[config.mk]
export PLATFORM = sky130hd
export DESIGN_NAME = staged_commit_byte_fifo
export DESIGN_NICKNAME = d
export VERILOG_FILES = /design/src/rtl/core/scbf_pkg.sv /design/src/rtl/core/scbf_ram.sv /design/src/rtl/core/staged_commit_byte_fifo.sv
export SDC_FILE = /design/constraint.sdc
export NUM_CORES = 2
export LEC_CHECK = 0
export ABC_CLOCK_PERIOD_IN_PS = 7000
export BUFFER_PORTS_ARGS = -buffer_cell sky130_fd_sc_hd__buf_4
export CAP_MARGIN = 20
export CORE_ASPECT_RATIO = 0.8
export CORE_MARGIN = 10
export CORE_UTILIZATION = 30
export DETAILED_ROUTE_END_ITERATION = 16
export PLACE_DENSITY = 0.45
export SETUP_SLACK_MARGIN = 0.2
export SLEW_MARGIN = 15
export SYNTH_ARGS = -nofsm -noshare
export SYNTH_HDL_FRONTEND = slang
export SYNTH_SLANG_ARGS = --single-unit
[constraint.sdc]
create_clock -name clock -period 7 [get_ports clock]
set_clock_uncertainty 0.15 [all_clocks]
set_input_delay 0.7 -clock clock [delete_from_list [all_inputs] [get_ports clock]]
set_output_delay 0.7 -clock clock [all_outputs]
set_load 0.01 [all_outputs]
[src/rtl/core/scbf_pkg.sv]
// shared constants and types for the staged commit byte fifo
`default_nettype none

package scbf_pkg;

   localparam int unsigned DEPTH_DEFAULT = 256;
   localparam int unsigned BYTE_W        = 8;
   localparam int unsigned COUNT_W       = 9;

   typedef enum logic [2:0] {
      OP_PUSH       = 3'd0,
      OP_FLUSH      = 3'd1,
      OP_POP_MAIN   = 3'd2,
      OP_CLEAR_MAIN = 3'd3,
      OP_POP_STAGED = 3'd4
   } op_type;

endpackage

`default_nettype wire

[src/rtl/core/scbf_ram.sv]
// byte wide ring memory, one write port and one registered read port
`default_nettype none

module scbf_ram
   import scbf_pkg::*;
#(
   parameter int unsigned DEPTH = DEPTH_DEFAULT,
   localparam int unsigned AW = $clog2(DEPTH)
) (
   input  wire logic              clock,
   input  wire logic              wr_en,
   input  wire logic [AW-1:0]     wr_addr,
   input  wire logic [BYTE_W-1:0] wr_data,
   input  wire logic [AW-1:0]     rd_addr,
   output logic      [BYTE_W-1:0] rd_data
);

   logic [BYTE_W-1:0] mem [DEPTH];

   always_ff @(posedge clock) begin
      if (wr_en) begin
         mem[wr_addr] <= wr_data;
      end
   end

   always_ff @(posedge clock) begin
      rd_data <= mem[rd_addr];
   end

endmodule

`default_nettype wire

[src/rtl/core/staged_commit_byte_fifo.sv]
// Staged commit byte fifo: a staging ring and a main ring of DEPTH bytes each, held in two
// synchronous memories with a registered read port. Push, clear and every failing operation
// load their result from the idle state; a following word is taken in the cycle after only if
// the previous result leaves the output register in that cycle, and no word is taken while a
// result waits there. A pop passes through a pop state, which takes the byte from the
// registered read port of the ring memory. A flush copies one byte per cycle from the staging
// ring read port to the main ring write port; no word is taken meanwhile. A full main ring
// drops its oldest byte for each byte committed past it.
`default_nettype none

module staged_commit_byte_fifo
   import scbf_pkg::*;
#(
   parameter int unsigned DEPTH = DEPTH_DEFAULT
) (
   input  wire logic               clock,
   input  wire logic               reset,
   input  wire logic               req_valid,
   output logic                    req_ready,
   input  wire logic [2:0]         req_operation,
   input  wire logic [BYTE_W-1:0]  req_data_byte,
   output logic                    rsp_valid,
   input  wire logic               rsp_ready,
   output logic                    rsp_ok,
   output logic      [BYTE_W-1:0]  rsp_data_out,
   output logic      [COUNT_W-1:0] rsp_main_count,
   output logic      [COUNT_W-1:0] rsp_staged_count
);

   localparam int unsigned AW = $clog2(DEPTH);
   localparam int unsigned CW = $clog2(DEPTH + 1);

   typedef enum logic [1:0] {
      S_IDLE,
      S_POP_MAIN,
      S_POP_STAGED,
      S_FLUSH
   } state_type;

   function automatic logic [AW-1:0] wrap_next(input logic [AW-1:0] p);
      return (p == AW'(DEPTH - 1)) ? '0 : p + 1'b1;
   endfunction

   state_type state_ff, state_in;
   logic [AW-1:0] stg_head_ff, stg_head_in, stg_tail_ff, stg_tail_in;
   logic [CW-1:0] stg_fill_ff, stg_fill_in;
   logic [AW-1:0] main_head_ff, main_head_in, main_tail_ff, main_tail_in;
   logic [CW-1:0] main_fill_ff, main_fill_in;
   logic          inflight_ff, inflight_in;
   logic          rsp_valid_ff, rsp_valid_in;
   logic          rsp_ok_ff, rsp_ok_in;
   logic [BYTE_W-1:0]  rsp_data_ff, rsp_data_in;
   logic [COUNT_W-1:0] rsp_main_ff, rsp_main_in;
   logic [COUNT_W-1:0] rsp_stg_ff, rsp_stg_in;

   logic              req_fire;
   logic              rsp_load;
   logic              new_ok;
   logic [BYTE_W-1:0] new_data;
   logic              stg_wr_en, main_wr_en;
   logic [BYTE_W-1:0] stg_rd_data, main_rd_data;
   op_type            op;

   assign req_ready = (state_ff == S_IDLE) && (!rsp_valid_ff || rsp_ready);
   assign req_fire  = req_valid && req_ready;
   assign op        = op_type'(req_operation);

   scbf_ram #(.DEPTH(DEPTH)) u_stg_ram (
      .clock   (clock),
      .wr_en   (stg_wr_en),
      .wr_addr (stg_tail_ff),
      .wr_data (req_data_byte),
      .rd_addr (stg_head_ff),
      .rd_data (stg_rd_data)
   );

   scbf_ram #(.DEPTH(DEPTH)) u_main_ram (
      .clock   (clock),
      .wr_en   (main_wr_en),
      .wr_addr (main_tail_ff),
      .wr_data (stg_rd_data),
      .rd_addr (main_head_ff),
      .rd_data (main_rd_data)
   );

   always_comb begin
      state_in     = state_ff;
      stg_head_in  = stg_head_ff;
      stg_tail_in  = stg_tail_ff;
      stg_fill_in  = stg_fill_ff;
      main_head_in = main_head_ff;
      main_tail_in = main_tail_ff;
      main_fill_in = main_fill_ff;
      inflight_in  = 1'b0;
      stg_wr_en    = 1'b0;
      main_wr_en   = 1'b0;
      rsp_load     = 1'b0;
      new_ok       = 1'b0;
      new_data     = '0;

      case (state_ff)
         S_IDLE: begin
            if (req_fire) begin
               case (op)
                  OP_PUSH: begin
                     if (stg_fill_ff != CW'(DEPTH)) begin
                        stg_wr_en   = 1'b1;
                        stg_tail_in = wrap_next(stg_tail_ff);
                        stg_fill_in = stg_fill_ff + 1'b1;
                        new_ok      = 1'b1;
                     end
                     rsp_load = 1'b1;
                  end
                  OP_FLUSH: begin
                     if (stg_fill_ff != '0) begin
                        state_in = S_FLUSH;
                     end else begin
                        rsp_load = 1'b1;
                     end
                  end
                  OP_POP_MAIN: begin
                     if (main_fill_ff != '0) begin
                        main_head_in = wrap_next(main_head_ff);
                        main_fill_in = main_fill_ff - 1'b1;
                        state_in     = S_POP_MAIN;
                     end else begin
                        rsp_load = 1'b1;
                     end
                  end
                  OP_CLEAR_MAIN: begin
                     main_head_in = '0;
                     main_tail_in = '0;
                     main_fill_in = '0;
                     new_ok       = 1'b1;
                     rsp_load     = 1'b1;
                  end
                  OP_POP_STAGED: begin
                     if (stg_fill_ff != '0) begin
                        stg_head_in = wrap_next(stg_head_ff);
                        stg_fill_in = stg_fill_ff - 1'b1;
                        state_in    = S_POP_STAGED;
                     end else begin
                        rsp_load = 1'b1;
                     end
                  end
                  default: begin
                     rsp_load = 1'b1;
                  end
               endcase
            end
         end
         S_POP_MAIN: begin
            new_ok   = 1'b1;
            new_data = main_rd_data;
            rsp_load = 1'b1;
            state_in = S_IDLE;
         end
         S_POP_STAGED: begin
            new_ok   = 1'b1;
            new_data = stg_rd_data;
            rsp_load = 1'b1;
            state_in = S_IDLE;
         end
         S_FLUSH: begin
            // read side: one staged byte per cycle
            if (stg_fill_ff != '0) begin
               stg_head_in = wrap_next(stg_head_ff);
               stg_fill_in = stg_fill_ff - 1'b1;
               inflight_in = 1'b1;
            end
            // write side: commit the byte read last cycle
            if (inflight_ff) begin
               main_wr_en   = 1'b1;
               main_tail_in = wrap_next(main_tail_ff);
               if (main_fill_ff != CW'(DEPTH)) begin
                  main_fill_in = main_fill_ff + 1'b1;
               end else begin
                  main_head_in = wrap_next(main_head_ff);
               end
            end
            if ((stg_fill_ff == '0) && !inflight_ff) begin
               new_ok   = 1'b1;
               rsp_load = 1'b1;
               state_in = S_IDLE;
            end
         end
         default: begin
            state_in = S_IDLE;
         end
      endcase

      rsp_ok_in   = rsp_ok_ff;
      rsp_data_in = rsp_data_ff;
      rsp_main_in = rsp_main_ff;
      rsp_stg_in  = rsp_stg_ff;
      if (rsp_load) begin
         rsp_valid_in = 1'b1;
         rsp_ok_in    = new_ok;
         rsp_data_in  = new_data;
         rsp_main_in  = COUNT_W'(main_fill_in);
         rsp_stg_in   = COUNT_W'(stg_fill_in);
      end else if (rsp_ready) begin
         rsp_valid_in = 1'b0;
      end else begin
         rsp_valid_in = rsp_valid_ff;
      end
   end

   always_ff @(posedge clock) begin
      if (reset) begin
         state_ff     <= S_IDLE;
         stg_head_ff  <= '0;
         stg_tail_ff  <= '0;
         stg_fill_ff  <= '0;
         main_head_ff <= '0;
         main_tail_ff <= '0;
         main_fill_ff <= '0;
         inflight_ff  <= 1'b0;
         rsp_valid_ff <= 1'b0;
      end else begin
         state_ff     <= state_in;
         stg_head_ff  <= stg_head_in;
         stg_tail_ff  <= stg_tail_in;
         stg_fill_ff  <= stg_fill_in;
         main_head_ff <= main_head_in;
         main_tail_ff <= main_tail_in;
         main_fill_ff <= main_fill_in;
         inflight_ff  <= inflight_in;
         rsp_valid_ff <= rsp_valid_in;
      end
      rsp_ok_ff   <= rsp_ok_in;
      rsp_data_ff <= rsp_data_in;
      rsp_main_ff <= rsp_main_in;
      rsp_stg_ff  <= rsp_stg_in;
   end

   assign rsp_valid        = rsp_valid_ff;
   assign rsp_ok           = rsp_ok_ff;
   assign rsp_data_out     = rsp_data_ff;
   assign rsp_main_count   = rsp_main_ff;
   assign rsp_staged_count = rsp_stg_ff;

`ifndef ASSERT_OFF
   a_fill_bound: assert property (@(posedge clock) disable iff (reset)
      (stg_fill_ff <= CW'(DEPTH)) && (main_fill_ff <= CW'(DEPTH)))
      else $error("ring fill count exceeds depth");

   a_busy_not_ready: assert property (@(posedge clock) disable iff (reset)
      (state_ff != S_IDLE) |-> !req_ready)
      else $error("word accepted while an operation is in progress");

   a_inflight_flush: assert property (@(posedge clock) disable iff (reset)
      inflight_ff |-> (state_ff == S_FLUSH))
      else $error("byte in flight outside a flush");

   a_push_count: assert property (@(posedge clock) disable iff (reset)
      (req_fire && (op == OP_PUSH) && (stg_fill_ff != CW'(DEPTH)))
      |=> (stg_fill_ff == $past(stg_fill_ff) + 1'b1))
      else $error("accepted push did not grow the staging ring");

   a_flush_drains: assert property (@(posedge clock) disable iff (reset)
      ((state_ff == S_FLUSH) && (state_in == S_IDLE)) |-> (stg_fill_ff == '0))
      else $error("flush finished with bytes still staged");
`endif

endmodule

`default_nettype wire
# Yosys cells after proc, flatten, opt, wreduce, memory -nomap -nowiden
# Memory sizes are Yosys's and may differ from the RTL's. A register that Yosys moved wholly into a read port is not among the register bits.
# Index checks and enable logic that the tools add are counted.
dict set report classes {
  eq_ne 24
  n_reduce_logical 21
  bitwise 1
  n_addsub 8
  mux 59
}
# operator n
set ops {}
lappend ops {{$mux W8} 14}
lappend ops {{$pmux W8 S2} 5}
lappend ops {{$pmux W9 S2} 4}
lappend ops {{$mux W9} 7}
lappend ops {{$add A8 B1 Y8 const B} 4}
lappend ops {{$eq A8 B8 Y1 const B} 4}
lappend ops {{$add A9 B1 Y9 const B} 2}
lappend ops {{$mux W1} 18}
lappend ops {{$ne A9 B9 Y1 const B} 2}
lappend ops {{$reduce_bool A9 Y1} 2}
lappend ops {{$sub A9 B1 Y9 const B} 2}
lappend ops {{$pmux W2 S3} 2}
lappend ops {{$reduce_and A6 Y1} 2}
lappend ops {{$mux W2} 5}
lappend ops {{$logic_not A9 Y1} 1}
lappend ops {{$ne A3 B3 Y1 const B} 3}
lappend ops {{$ne A2 B2 Y1 const B} 4}
lappend ops {{$reduce_and A4 Y1} 2}
lappend ops {{$eq A3 B2 Y1 const B} 2}
lappend ops {{$pmux W1 S3} 2}
lappend ops {{$reduce_or A2 Y1} 3}
lappend ops {{$eq A2 B2 Y1 const B} 2}
lappend ops {{$ne A2 B1 Y1 const B} 2}
lappend ops {{$ne A4 B1 Y1 const B} 1}
lappend ops {{13 further kinds} 18}
dict set report totals {
  inputBits 15
  memories 2
  regBits 81
  output_inout_bits 29
  ramBits 4096
}
# name words word_bits read_ports rd_ports_with_merged_regs wr line
set mem_list {}
lappend mem_list {u_main_ram.mem 256 8 1 1 1 scbf_ram.sv:18} ;# logic [BYTE_W-1:0] mem [DEPTH];
lappend mem_list {u_stg_ram.mem 256 8 1 1 1 scbf_ram.sv:18}

# Logic depth before layout (Yosys ltp)
dict set report logic_depth {
  depth_word 8
  mapped_depth 13
  mapped_depth_nobuf 9
}

# Hierarchy
# From an unflattened synthesis, not the netlist that was laid out.
dict set report hier_totals {
  cells_unflattened 8069
  area_unflattened_um2 164261.3
}
# mod cells_per_inst instances area_per_inst_um2
set modules_own_cells {}
lappend modules_own_cells {scbf_ram 3733 2 79556.3}
lappend modules_own_cells {staged_commit_byte_fifo 603 1 5148.7}

# Least setup slack after synthesis
# Ideal clock, no wire load.
dict set report synth_path {
  kind {flip-flop to flip-flop}
  start {reg u_stg_ram.rd_data[0] (read register of u_stg_ram.mem)}
  end {mem u_main_ram.mem[0][0] (data pin)}
  stages_incl_launch_ff 1
  setup_slack_ps 2596
  required_ps 5994
  t_arrival_ps 3398
  setup_time_ps 856
  path_cell_list {dfxtp_1}
}
# element line
set synth_rtl {}
lappend synth_rtl {{start: declaration} scbf_ram.sv:15} ;# output logic [BYTE_W-1:0] rd_data
lappend synth_rtl {{end: declaration} scbf_ram.sv:18}
# No word-level cell before the write port.

# Worst setup path after layout
dict set report layout_path {
  start {reg state_ff[1]}
  end {mem u_stg_ram.mem[87][7] (enable)}
}
dict set report layout_between {
  elab_chain_cells 7
}
# element line
set layout_lines {}
lappend layout_lines {{start: declaration} staged_commit_byte_fifo.sv:44} ;# state_type state_ff, state_in;
lappend layout_lines {{start signal: assignment} staged_commit_byte_fifo.sv:221} ;# state_ff <= state_in;
lappend layout_lines {{$logic_not A2 Y1 (*)} {staged_commit_byte_fifo.sv:64, staged_commit_byte_fifo.sv:101}}
lappend layout_lines {{$logic_and A1 B1 Y1} staged_commit_byte_fifo.sv:64} ;# assign req_ready = (state_ff == S_IDLE) && (!rsp_valid_ff || rsp_ready);
lappend layout_lines {{$logic_and A1 B1 Y1} staged_commit_byte_fifo.sv:65} ;# assign req_fire = req_valid && req_ready;
lappend layout_lines {{$mux W1} staged_commit_byte_fifo.sv:103} ;# if (req_fire) begin
lappend layout_lines {{$mux W1 (*)} staged_commit_byte_fifo.sv:101} ;# case (state_ff)
lappend layout_lines {{$mux W1 (*)} scbf_ram.sv:21} ;# if (wr_en) begin
lappend layout_lines {{$mux W1 (not written as such) (*)} scbf_ram.sv:22} ;# mem[wr_addr] <= wr_data;
lappend layout_lines {{end: declaration} scbf_ram.sv:18}
# Every way passes the cells marked *; elsewhere a longest branch is shown, timed or not.

==> results by group <==
Status
  • Status: completed

Setup path
  • WP data arrival: 5950 ps
  • R2R cell count: 8
  • Worst setup endpoint: u_stg_ram.mem[87][7]
  • Critical Path RT: 7510 ps
  • Reg2Reg Capture Point: u_stg_ram.mem[87][7]
  • Worst setup startpoint: state_ff[1]
  • Crit Path Class: register to register
  • FF-to-FF setup slack: 1560 ps
  • CP Max Fanout: 22
  • Crit start category: register
  • FF-to-FF Start: state_ff[1]
  • Crit path capture type: register

STA
  • Slew Viols, Final: 0
  • Tightest Pin Transition: 1240 ps
  • Period utilization: 77.7%
  • Post-layout worst setup margin: 1560 ps
  • Min Tclk post-route: 5440 ps
  • Final Hold Vio Count: 0
  • RSZ-0062 raised after global routing: no
  • Slew HR: 17.1%
  • Final Setup Violations: 0
  • Max Freq: 0.184 GHz
  • Final TNS setup: 0 ps

Floorplan
  • Die width: 849 um
  • IO Pins: 44
  • Core Region: 548000 um^2
  • Die Span Y: 683 um
  • Die area: 580000 um^2
  • Initial Utilization: 30.1%
  • FP Rows: 243

Logic synthesis
  • Post-synth EDFFs: 4123
  • Synth top area cells: edfxtp_1 75%, mux4_2 12%, mux2i_1 2.5%
  • Cell count after synthesis: 8177
  • Yosys top cell area share: 75.1%
  • FF+latch count, synth: 4193
  • Adder-Cell Fraction of Synth Area: 0.137%
  • Synthesized area per cell: 20.2 um^2
  • Mux contribution to synthesized area: 15.2%
  • Area leader, netlist: edfxtp_1
  • Register area share after synthesis: 75.9%
  • Post-Synth Simple-Gate Area: 3.32%
  • Synth Area in XOR/XNOR: 0.106%
  • Yosys synthesis warning count: 0
  • Top-count cell post-synth: edfxtp_1
  • Post-synth top cells: 4123 x edfxtp_1, 892 x mux4_2, 631 x nor2_1
  • Largest family of logic cells by synthesized area: multiplexers
  • Syn Nets: 8210
  • Mapped cell area: 165000 um^2
  • Ys async rst share: 0%
  • Compound-cell area share of the yosys netlist: 3.40%
  • Yosys cell types: 93
  • Top FF cell, synth: edfxtp_1

Drt
  • Post-route ant nets: 0
  • Vias: 84700
  • Vias/cell: 5.26
  • # DRC: 0
  • 1st-pass router iterations: 6
  • Final WL: 508 mm
  • Routed wire per std cell: 31.6 um
  • DRT iter0 DRCs: 10300

Power
  • PwrDens: 299 nW/um^2
  • Clock power share: 41.0%
  • Worst vdd ir: 211 uV
  • P_int: 0.0428 W
  • Switch share: 23.7%
  • Sequential Power Share: 50.0%
  • Psw: 0.0133 W
  • Combinational share of power: 9.0%
  • Static Leak: 55.6 nW

Worst hold path
  • Worst min-delay path class: input pin to register
  • Cells on Worst Hold Path: 1
  • Hold path startpoint: req_data_byte[1]

Clock tree
  • Clock sinks: 4193
  • Clock-pin transition on the worst setup and hold timing paths: 60 ps
  • Root Driver: clkbuf_16
  • TritonCTS clock tree: built
  • Post-CTS Setup Bufs: 0
  • TritonCTS buffer count: 434
  • CTS max path bufs: 4
  • Worst-Skew Late Latency: 1050 ps
  • H-tree Lvls: 5

Global route
  • GRT Overall Usage: 16.9%
  • Largest net degree at the start of global routing: 175
  • Initial antenna violation count: 46
  • Number of global-route vias before repair: 83800
  • First-pass GRT wire length: 702 mm
  • Grt ovf: 0

Job
  • Max-Cap Viols: 0

Place
  • Placed wire-length estimate: 311 mm
  • DP Area: 174000 um^2
  • IO buf count: 43
  • Dpl ws: 1610 ps
  • Placed Cells: 15300
  • GP Congestion: 0.830

Cells and area
  • Finished Layout Cells: 16100
  • Share of cells above drive strength 1: 21.3%
  • Cell area after layout: 188000 um^2
  • P&R area growth vs syn: 13.9%
  • Nets: 8408
[power groups by stage]
stage	registers, W	logic, W	clock network, W
global route	0.0281	0.00539	0.0245
finish	0.0281	0.00505	0.0230
floorplan	0.0286	0.00324	0
CTS	0.0281	0.00515	0.0235
detailed placement	0.0286	0.00513	0
global placement	0.0286	0.00510	0
[worst min path at each step]
stage | endpoint
after global routing | u_stg_ram.mem[108][1]
after floorplan | stg_tail_ff[0]
final | u_stg_ram.mem[108][1]
after CTS | rsp_valid
after global placement | stg_tail_ff[1]
after detailed placement | stg_tail_ff[1]
[per-layer routing]
layer | up-vias | share of wire, % | track usage [%]
met5 | - | 0.0026 | 0
met4 | 2 | 2.5 | 4.05
met3 | 636 | 8.5 | 3.81
met2 | 3605 | 43 | 24.4
met1 | 46200 | 46 | 25.7
li1 | 34300 | - | -
[flip-flops by register name, summed over array words and instances (netlist names), 2 cells and up]
signal / count
u_main_ram.mem: 2048
u_stg_ram.mem: 2048
main_fill_ff: 9
rsp_main_count: 9
rsp_staged_count: 9
stg_fill_ff: 9
main_head_ff: 8
main_tail_ff: 8
rsp_data_out: 8
stg_head_ff: 8
stg_tail_ff: 8
u_main_ram.rd_data: 8
u_stg_ram.rd_data: 8
state_ff: 2
[through the flow]
stage	power, W	hold WS [ps]	utilization (%)
after global placement	0.0337	348	31.7
final	0.0561	61.5	34.3
after global routing	0.0579	39.7	34.3
after detailed placement	0.0338	354	31.7
after floorplan	0.0318	328	-
after CTS	0.0567	3.14	34.3
[cell families (layout without fill, tap and decap cells)]
| kind of cell | count (synthesis) | in the layout |
|---|---|---|
| flip-flops | 4193 | 4193 |
| multiplexers | 1348 | 1348 |
| AND/OR/NAND/NOR | 1263 | 1263 |
| AO/OA/AOI/OAI | 791 | 791 |
| buffers and inverters | 544 | 1108 |
| XOR/XNOR | 20 | 20 |
| adder cells (fa/ha/maj) | 18 | 18 |
| other | 0 | 16 |
[timing repair]
item | CTS | global route
gates resized for setup | 0 | 0
endpoints found under the setup margin | 0 | 0
hold buffers | 5 | 0
endpoints found under the hold margin | 112 | 0
[placed cells by master (no fill, tap or decap), types with 98 or more instances in the layout]
cell type,instances
edfxtp_1,4123
nand3_1,98
clkbuf_16,439
nand2_1,287
clkinv_1,100
a221oi_1,124
a21oi_1,146
o21ai_0,130
mux2i_1,419
buf_4,209
a22oi_1,107
nor2_1,627
mux4_2,892
[critical path, cell delays in order, from the launching register on]
cell     delay [ps]
dfxtp_1         370
inv_1           130
ha_1            690
and4_1          620
and3_1          920
nand3_2         900
buf_16          440
buf_4           210
nor2_1          610
[final cells by class]
class	count	area, um^2
diodes	16	40.0
clock buffers	543	11400
clock inverters	259	2480
fillers	51300	360000
inverters	41	166
multi-input cells	3440	36700
flip-flops and latches	4193	125000
well taps	7350	9200
repair buffers	265	2590
Note: power is estimated with default switching activity, not from simulation.
